$ cat src/hw/rtl/per_device_interval_gate_assert.svh
// Assertion macros for the per-device interval gate.
`ifndef PER_DEVICE_INTERVAL_GATE_ASSERT_SVH
`define PER_DEVICE_INTERVAL_GATE_ASSERT_SVH

// Same-cycle implication, clocked on clk, off during rst.
`define PDIG_ASSERT_NOW(label, cond, prop) \
  label: assert property (@(posedge clk) disable iff (rst) (cond) |-> (prop)) \
    else $error("pdig check failed");

// Next-cycle implication, clocked on clk, off during rst.
`define PDIG_ASSERT_NEXT(label, cond, prop) \
  label: assert property (@(posedge clk) disable iff (rst) (cond) |=> (prop)) \
    else $error("pdig check failed");

`endif

$ cat src/hw/rtl/pdig_pkg.sv
// Shared types and constants for the per-device interval gate.
package pdig_pkg;

  localparam int DATA_W            = 32;
  localparam int TABLE_DEPTH_DEF   = 16;
  localparam int CFG_IDX_W         = 1;
  localparam int DIV_STEPS         = DATA_W + 1;
  localparam int DIV_CNT_W         = $clog2(DIV_STEPS + 1);
  localparam logic [DATA_W-1:0] MS_PER_UNIT = DATA_W'(1000);

  localparam logic REQ_MEAS     = 1'b0;
  localparam logic REQ_QUERY    = 1'b1;
  localparam logic DEV_METER    = 1'b0;
  localparam logic DEV_INVERTER = 1'b1;

  localparam logic [CFG_IDX_W-1:0] CFG_METER_INTERVAL    = 1'b0;
  localparam logic [CFG_IDX_W-1:0] CFG_INVERTER_INTERVAL = 1'b1;

  typedef struct packed {
    logic [DATA_W-1:0] interval;
    logic [DATA_W-1:0] remainder;
    logic [DATA_W-1:0] last_time;
    logic              reached;
  } rec_t;

  typedef struct packed {
    logic busy;
    logic done;
  } div_status_t;

endpackage

$ cat src/hw/rtl/pdig_ram.sv
// Generic single-write, single-read RAM with registered read data.
module pdig_ram #(
  parameter int WIDTH = 32,
  parameter int DEPTH = 16,
  parameter int AW    = (DEPTH > 1) ? $clog2(DEPTH) : 1
) (
  input  logic             clk,
  input  logic             we,
  input  logic [AW-1:0]    waddr,
  input  logic [WIDTH-1:0] wdata,
  input  logic [AW-1:0]    raddr,
  output logic [WIDTH-1:0] rdata
);

  logic [WIDTH-1:0] mem [DEPTH];

  always_ff @(posedge clk) begin
    if (we) begin
      mem[waddr] <= wdata;
    end
    rdata <= mem[raddr];
  end

endmodule

$ cat src/hw/rtl/pdig_divider.sv
// Restoring radix-2 divider, one quotient bit per cycle.
module pdig_divider (
  input  logic                          clk,
  input  logic                          rst,
  input  logic                          start,
  input  logic [pdig_pkg::DATA_W:0]     dividend,
  input  logic [pdig_pkg::DATA_W-1:0]   divisor,
  output pdig_pkg::div_status_t         status,
  output logic [pdig_pkg::DATA_W:0]     quotient,
  output logic [pdig_pkg::DATA_W-1:0]   remainder
);

  logic [pdig_pkg::DIV_CNT_W-1:0] cnt;
  logic                           done;
  logic [pdig_pkg::DATA_W:0]      dvd;
  logic [pdig_pkg::DATA_W-1:0]    rem;
  logic [pdig_pkg::DATA_W-1:0]    dsr;
  logic [pdig_pkg::DATA_W:0]      shifted;
  logic [pdig_pkg::DATA_W:0]      diff;
  logic                           qbit;

  assign shifted = {rem, dvd[pdig_pkg::DATA_W]};
  assign diff    = shifted - {1'b0, dsr};
  assign qbit    = (shifted >= {1'b0, dsr});

  always_ff @(posedge clk) begin
    if (rst) begin
      cnt  <= '0;
      done <= 1'b0;
    end else begin
      done <= 1'b0;
      if (start) begin
        cnt <= pdig_pkg::DIV_CNT_W'(pdig_pkg::DIV_STEPS);
        dvd <= dividend;
        dsr <= divisor;
        rem <= '0;
      end else if (cnt != '0) begin
        cnt <= cnt - 1'b1;
        dvd <= {dvd[pdig_pkg::DATA_W-1:0], qbit};
        rem <= qbit ? diff[pdig_pkg::DATA_W-1:0] : shifted[pdig_pkg::DATA_W-1:0];
        if (cnt == pdig_pkg::DIV_CNT_W'(1)) begin
          done <= 1'b1;
        end
      end
    end
  end

  assign status.busy = (cnt != '0);
  assign status.done = done;
  assign quotient    = dvd;
  assign remainder   = rem;

endmodule

$ cat src/hw/rtl/per_device_interval_gate.sv
// Top level: per-device interval gate with table scan and shared divider.
//
//   channel | signals                                        | dir
//   --------+------------------------------------------------+-----
//   in      | in_valid in_ready req_type dev_id              | in
//           | dev_kind timestamp                             |
//   out     | out_valid out_ready pass known table_full      | out
//   cfg     | cfg_valid cfg_ready cfg_index cfg_data         | in
//
// One request reads and compares each table entry scanned (RAM read, compare),
// uses the shared divider when a remainder wraps or an inverter entry is
// allocated, and passes through setup and output states.
// Reset clears the fill count and config; no clearing pass is needed.
// in_ready is low while a request is in work; a result waiting on out_ready
// holds the sequencer, but the next request is taken once it is registered.
module per_device_interval_gate #(
  parameter int TABLE_DEPTH = pdig_pkg::TABLE_DEPTH_DEF
) (
  input  logic                            clk,
  input  logic                            rst,
  input  logic                            in_valid,
  output logic                            in_ready,
  input  logic                            req_type,
  input  logic [pdig_pkg::DATA_W-1:0]     dev_id,
  input  logic                            dev_kind,
  input  logic [pdig_pkg::DATA_W-1:0]     timestamp,
  output logic                            out_valid,
  input  logic                            out_ready,
  output logic                            pass,
  output logic                            known,
  output logic                            table_full,
  input  logic                            cfg_valid,
  output logic                            cfg_ready,
  input  logic [pdig_pkg::CFG_IDX_W-1:0]  cfg_index,
  input  logic [pdig_pkg::DATA_W-1:0]     cfg_data
);

  localparam int IDX_W = (TABLE_DEPTH > 1) ? $clog2(TABLE_DEPTH) : 1;
  localparam int CNT_W = $clog2(TABLE_DEPTH + 1);
  localparam int DW    = pdig_pkg::DATA_W;
  localparam int REC_W = $bits(pdig_pkg::rec_t);

  localparam logic [2:0] S_IDLE  = 3'd0;
  localparam logic [2:0] S_RD    = 3'd1;
  localparam logic [2:0] S_CMP   = 3'd2;
  localparam logic [2:0] S_UPD   = 3'd3;
  localparam logic [2:0] S_MOD   = 3'd4;
  localparam logic [2:0] S_MISS  = 3'd5;
  localparam logic [2:0] S_ALLOC = 3'd6;
  localparam logic [2:0] S_EMIT  = 3'd7;

  logic [2:0]       state, state_next;
  logic [IDX_W-1:0] addr, addr_next;
  logic [CNT_W-1:0] count, count_next;
  logic [DW-1:0]    meter_interval;
  logic [DW-1:0]    inverter_interval_ms;

  logic             req_q;
  logic [DW-1:0]    serial_q;
  logic             dtype_q;
  logic [DW-1:0]    ts_q;

  logic             res_pass, res_pass_next;
  logic             res_known, res_known_next;
  logic             res_full, res_full_next;

  logic [DW-1:0]    rd_serial;
  pdig_pkg::rec_t   rd_rec;
  logic [REC_W-1:0] rd_rec_bits;
  pdig_pkg::rec_t   wr_rec;
  logic             we_serial;
  logic             we_rec;
  logic [IDX_W-1:0] waddr;

  logic                  div_start;
  logic [DW:0]           div_dividend;
  logic [DW-1:0]         div_divisor;
  pdig_pkg::div_status_t div_status;
  logic [DW:0]           div_quot;
  logic [DW-1:0]         div_rem;

  logic [DW-1:0]    diff;
  logic [DW:0]      sum;
  logic [DW-1:0]    alloc_ivl;

  assign rd_rec = pdig_pkg::rec_t'(rd_rec_bits);
  assign diff   = ts_q - rd_rec.last_time;
  assign sum    = {1'b0, rd_rec.remainder} + {1'b0, diff};

  pdig_ram #(.WIDTH(DW), .DEPTH(TABLE_DEPTH), .AW(IDX_W)) u_serial_ram (
    .clk   (clk),
    .we    (we_serial),
    .waddr (waddr),
    .wdata (serial_q),
    .raddr (addr),
    .rdata (rd_serial)
  );

  pdig_ram #(.WIDTH(REC_W), .DEPTH(TABLE_DEPTH), .AW(IDX_W)) u_rec_ram (
    .clk   (clk),
    .we    (we_rec),
    .waddr (waddr),
    .wdata (wr_rec),
    .raddr (addr),
    .rdata (rd_rec_bits)
  );

  pdig_divider u_div (
    .clk       (clk),
    .rst       (rst),
    .start     (div_start),
    .dividend  (div_dividend),
    .divisor   (div_divisor),
    .status    (div_status),
    .quotient  (div_quot),
    .remainder (div_rem)
  );

  always_comb begin
    state_next     = state;
    addr_next      = addr;
    count_next     = count;
    res_pass_next  = res_pass;
    res_known_next = res_known;
    res_full_next  = res_full;
    we_serial      = 1'b0;
    we_rec         = 1'b0;
    waddr          = addr;
    wr_rec         = rd_rec;
    div_start      = 1'b0;
    div_dividend   = sum;
    div_divisor    = rd_rec.interval;
    alloc_ivl      = (state == S_ALLOC) ? div_quot[DW-1:0] : meter_interval;

    case (state)
      S_IDLE: begin
        if (in_valid) begin
          addr_next  = '0;
          state_next = (count == '0) ? S_MISS : S_RD;
        end
      end
      S_RD: begin
        state_next = S_CMP;
      end
      S_CMP: begin
        if (rd_serial == serial_q) begin
          res_known_next = 1'b1;
          res_full_next  = 1'b0;
          if (req_q == pdig_pkg::REQ_QUERY) begin
            res_pass_next = rd_rec.reached;
            state_next    = S_EMIT;
          end else begin
            state_next = S_UPD;
          end
        end else if (CNT_W'(addr) + 1'b1 == count) begin
          state_next = S_MISS;
        end else begin
          addr_next  = addr + 1'b1;
          state_next = S_RD;
        end
      end
      S_UPD: begin
        state_next = S_EMIT;
        if (rd_rec.interval == '0) begin
          we_rec           = 1'b1;
          wr_rec.last_time = ts_q;
          wr_rec.reached   = 1'b1;
          res_pass_next    = 1'b1;
        end else if (ts_q == rd_rec.last_time) begin
          res_pass_next = rd_rec.reached;
        end else if (sum >= {1'b0, rd_rec.interval}) begin
          div_start  = 1'b1;
          state_next = S_MOD;
        end else begin
          we_rec           = 1'b1;
          wr_rec.remainder = sum[DW-1:0];
          wr_rec.last_time = ts_q;
          wr_rec.reached   = 1'b0;
          res_pass_next    = 1'b0;
        end
      end
      S_MOD: begin
        if (div_status.done) begin
          we_rec           = 1'b1;
          wr_rec.remainder = div_rem;
          wr_rec.last_time = ts_q;
          wr_rec.reached   = 1'b1;
          res_pass_next    = 1'b1;
          state_next       = S_EMIT;
        end
      end
      S_MISS, S_ALLOC: begin
        if (state == S_MISS && req_q == pdig_pkg::REQ_QUERY) begin
          res_pass_next  = 1'b0;
          res_known_next = 1'b0;
          res_full_next  = 1'b0;
          state_next     = S_EMIT;
        end else if (state == S_MISS && count == CNT_W'(TABLE_DEPTH)) begin
          res_pass_next  = 1'b1;
          res_known_next = 1'b0;
          res_full_next  = 1'b1;
          state_next     = S_EMIT;
        end else if (state == S_MISS && dtype_q == pdig_pkg::DEV_INVERTER) begin
          div_start    = 1'b1;
          div_dividend = {1'b0, inverter_interval_ms};
          div_divisor  = pdig_pkg::MS_PER_UNIT;
          state_next   = S_ALLOC;
        end else if (state == S_MISS || div_status.done) begin
          we_serial        = 1'b1;
          we_rec           = 1'b1;
          waddr            = count[IDX_W-1:0];
          wr_rec.interval  = alloc_ivl;
          wr_rec.remainder = '0;
          wr_rec.last_time = ts_q;
          wr_rec.reached   = (alloc_ivl == '0);
          count_next       = count + 1'b1;
          res_pass_next    = (alloc_ivl == '0);
          res_known_next   = 1'b1;
          res_full_next    = 1'b0;
          state_next       = S_EMIT;
        end
      end
      S_EMIT: begin
        if (!out_valid || out_ready) begin
          state_next = S_IDLE;
        end
      end
      default: begin
        state_next = S_IDLE;
      end
    endcase
  end

  always_ff @(posedge clk) begin
    if (rst) begin
      state                <= S_IDLE;
      count                <= '0;
      out_valid            <= 1'b0;
      meter_interval       <= '0;
      inverter_interval_ms <= '0;
    end else begin
      state <= state_next;
      count <= count_next;
      if (cfg_valid) begin
        case (cfg_index)
          pdig_pkg::CFG_METER_INTERVAL:    meter_interval       <= cfg_data;
          pdig_pkg::CFG_INVERTER_INTERVAL: inverter_interval_ms <= cfg_data;
          default: ;
        endcase
      end
      if (state == S_EMIT && (!out_valid || out_ready)) begin
        out_valid <= 1'b1;
      end else if (out_ready) begin
        out_valid <= 1'b0;
      end
    end
  end

  always_ff @(posedge clk) begin
    addr      <= addr_next;
    res_pass  <= res_pass_next;
    res_known <= res_known_next;
    res_full  <= res_full_next;
    if (state == S_IDLE && in_valid) begin
      req_q    <= req_type;
      serial_q <= dev_id;
      dtype_q  <= dev_kind;
      ts_q     <= timestamp;
    end
    if (state == S_EMIT && (!out_valid || out_ready)) begin
      pass       <= res_pass;
      known      <= res_known;
      table_full <= res_full;
    end
  end

  assign in_ready  = (state == S_IDLE);
  assign cfg_ready = 1'b1;

`include "per_device_interval_gate_assert.svh"

  `PDIG_ASSERT_NOW(a_idle_div_quiet, in_ready, !div_status.busy)
  `PDIG_ASSERT_NOW(a_count_bound, 1'b1, count <= CNT_W'(TABLE_DEPTH))
  `PDIG_ASSERT_NOW(a_full_result, out_valid && table_full, pass && !known)
  `PDIG_ASSERT_NEXT(a_count_hold, !(state == S_MISS || state == S_ALLOC), $stable(count))

endmodule

$ cat config.mk
export PLATFORM = sky130hd
export DESIGN_NAME = per_device_interval_gate
export DESIGN_NICKNAME = d
export VERILOG_FILES = /design/src/hw/rtl/pdig_pkg.sv /design/src/hw/rtl/pdig_ram.sv /design/src/hw/rtl/pdig_divider.sv /design/src/hw/rtl/per_device_interval_gate.sv
export VERILOG_INCLUDE_DIRS = /design/src /design/src/hw/rtl
export SDC_FILE = /design/constraint.sdc
export NUM_CORES = 2
export LEC_CHECK = 0
export ABC_AREA = 0
export BUFFER_PORTS_ARGS = -buffer_cell sky130_fd_sc_hd__buf_2
export CAP_MARGIN = 10
export CORE_MARGIN = 3
export CORE_UTILIZATION = 40
export DETAILED_ROUTE_END_ITERATION = 8
export SYNTH_ARGS = -nofsm -noshare
export SYNTH_HDL_FRONTEND = slang
export SYNTH_SLANG_ARGS = --single-unit
$ cat constraint.sdc
create_clock -name clk -period 33.3 [get_ports clk]
set_input_delay 3.33 -clock clk [delete_from_list [all_inputs] [get_ports clk]]
set_output_delay 3.33 -clock clk [all_outputs]
set_load 0.1 [all_outputs]
==> reports/qor.yml <==
grt:
  grt_pass1_wl_um: 395800
  grt_util_all_layers_pct: 21.05
  grt_pass1_vias: 55600
  grt_start_max_net_pins: 123
  gr-total-overflow: 0
  antenna_found_initial: 18
floorplanning:
  start_util_pct: 40.35
  die_w_um: 505.0
  die_y_um: 505.0
  fp-row-count: 182
  dieArea_mm2: 0.2551
  core_mm2: 0.2468
  ios: 110
detailed_routing:
  wl_um: 274500
  post_drt_via_cell_ratio: 5.705
  drt_first_iter_violations: 6125
  postRouteAntennaNets: 0
  drc: 0
  vias: 56420
  first_pass_iters: 6
  wl_per_cell_um: 27.76
sta:
  fmax_mhz: 96.84
  hold_violations: 0
  period_share_pct: 31.01
  tns_ns: 0
  whs_ns: 0.4329
  tightest_slew_ns: 1.231
  min_period_ns: 10.33
  slew_headroom_pct: 17.21
  layout_setup_ws_ns: 22.97
  drv_slew: 0
  grt_setup_unrepaired: "false"
  skew_ns: 0.08924
  final-setup-viol-count: 0
cts:
  postCtsSetupRepairBufs: 0
  holdBufCountCts: 0
  cts_tree: "done"
  cts.htree.levels: 4
  cts_made_buffers: 241
  ctsResizeCount: 0
  cts.sinks: 2446
  cts_buffer_depth: 3
  clk_pin_slew_ns: 0.06
  clk_latency_ns: 0.92
  clock-root-buffer: "clkbuf_16"
critical_path:
  cpPeakStageDelay_ns: 0.80
  required_ns: 33.79
  slowest_stage: "buf_4"
  critical_path_class: "reg2reg"
  crit_fanout: 46
  cp_common_cell: "a21oi_1"
  critPathArrivalTime_ns: 10.82
  worst_setup_path_start_kind: "register"
  endpoint_kind: "register"
logic_synthesis:
  seq_area_frac_synth_pct: 71.63
  synth_nets: 6393
  synth_area_mm2: 0.09961
  synthArstFlopShare_pct: 0
  syn_inst: 6151
  syn_avg_cell_area_um2: 16.19
  synth_edf_count: 2237
  ys.flop_type: "edfxtp_1"
  ys_ff_latch: 2446
  ys_types: 79
  ys.warnings.count: 0
placement:
  dp_cells: 9413
  place_congestion: 0.8762
  portBuffers: 108
  place_worst_setup_slack_ns: 23.13
  post-dp-hpwl_um: 166800
job:
  maxCapViolations: 0
worst_hold_path:
  min-delay-path-class: "reg2reg"
layout:
  final_nets: 6593
  final_cells: 9889
  drive_gt1_share_pct: 17.48
  area_growth_syn_to_layout_pct: 13.35
pwr:
  leakagePower_nw: 38.29
  vdd_drop_max_v: 0.0001406
  power.density_mw_per_mm2: 101.4
run_status:
  status: "finished clean"
area by class of cell:
class	count	area (um^2)
Antenna cell	8	20.02
Clock buffer	341	6844
Clock inverter	120	1315
Fill cell	21350	133900
Inverter	130	488.0
Multi-Input combinational cell	3261	26900
Sequential cell	2446	71360
Tap cell	3312	4144
Timing Repair Buffer	271	1852
metal layers:
metal  vias up  track usage, %  routed length [um]
met5         -               0                  27
met4         4           6.931                8601
met3       402           2.701               16110
met2      2023           33.31              128600
met1     29290           30.22              121200
li1      24700               -                   -
sequential cells by signal (all words and copies together) (netlist names), 3 cells and up:
register and cells:
count 5, u_serial_ram.mem 512, state 3, u_rec_ram.rdata 97, serial_q 32, u_div.cnt 6
u_div.dsr 32, u_rec_ram.mem 1552, ts_q 32, u_div.remainder 32, meter_interval 32, addr 4
inverter_interval_ms 32, u_div.quotient 33, u_serial_ram.rdata 32
stage by stage:
step	power [mW]	cell area, um^2	util, %
after detailed placement	8.696	104700	42.41
after floorplan	7.007	99610	-
after CTS	11.45	112800	45.71
after global placement	8.638	104700	42.40
final	11.45	112900	45.74
after global routing	11.96	112900	45.74
cells in the mapped netlist, types with 14 or more instances:
master | instances | area share, %
o21bai_1 | 14 | 0.11
nand4_1 | 25 | 0.16
nor3_1 | 38 | 0.19
a31oi_1 | 14 | 0.088
mux2_2 | 131 | 1.5
clkbuf_1 | 242 | 0.91
mux2i_1 | 426 | 4.3
a211oi_1 | 15 | 0.11
a221oi_1 | 159 | 1.4
o22ai_1 | 28 | 0.18
a22oi_1 | 133 | 1.0
a21o_1 | 57 | 0.43
nand3_1 | 31 | 0.16
dfxtp_1 | 209 | 4.2
ha_1 | 135 | 1.7
edfxtp_1 | 2237 | 67
mux4_2 | 258 | 5.8
nor4_1 | 38 | 0.24
inv_1 | 130 | 0.49
xor2_1 | 56 | 0.49
nor2_1 | 235 | 0.89
buf_1 | 59 | 0.22
o21a_1 | 17 | 0.13
a21oi_1 | 366 | 1.8
nand2_1 | 430 | 1.6
xnor2_1 | 65 | 0.57
mux2_4 | 30 | 0.45
o21ai_0 | 386 | 1.9
nor2b_1 | 27 | 0.17
kinds of logic after synthesis:
group,share of synthesized area [%]
muxes,12.05
DFF,71.63
AOI/OAI and AO/OA,7.831
and+or+nand+nor,3.945
xor gates and xnor gates,1.064
buffers and inverters,1.718
other,0.003765
adders and majority gates,1.756
path summary, 6_finish.rpt:
path | start | end | slack (ns) | depth (start not counted)
worst max register to register | ts_q[0]$_DFFE_PP_ | u_rec_ram.mem[15][43]$_DFFE_PP_ | 22.97 | 35
worst min register to register | res_known$_SDFFCE_PP1P_ | known$_DFFE_PP_ | 0.43 | 0
worst min-delay path | res_known$_SDFFCE_PP1P_ | known$_DFFE_PP_ | 0.43 | 0
worst max-delay path | ts_q[0]$_DFFE_PP_ | u_rec_ram.mem[15][43]$_DFFE_PP_ | 22.97 | 35
critical path: cells and delay by family, from the launching register on:
family	cells	cell delay, ns
AO/OA/AOI/OAI	21	4.90
XOR/XNOR	2	0.50
adder cells (fa/ha/maj)	4	1.09
buffers and inverters	5	1.74
flip-flops	1	0.38
AND/OR/NAND/NOR	3	1.17
where the power goes:
group	total [mW]	leakage (nW)	switching, mW	internal (mW)
Sequential	4.38	21.9	0.270	4.11
Combinational	4.32	12.4	2.88	1.44
Clock	2.74	3.98	1.18	1.56
cell usage in the layout (no fill, tap or decap), drive strengths merged, types with 9 or more instances in the layout:
cell and n:
a211oi 15, a21o 57, a21oi 367, a221oi 160
a22oi 133, a31oi 14, and2 9, and3 11
buf 270, bufinv 16, clkbuf 342, clkinv 92
dfxtp 209, edfxtp 2237, ha 135, inv 134
mux2 161, mux2i 426, mux4 258, nand2 433
nand2b 11, nand3 31, nand3b 11, nand4 25
nor2 236, nor2b 27, nor3 38, nor4 38
o21a 17, o21ai 387, o21bai 14, o22ai 28
or3 10, xnor2 65, xor2 56
Power figures use the tool's default switching activity.
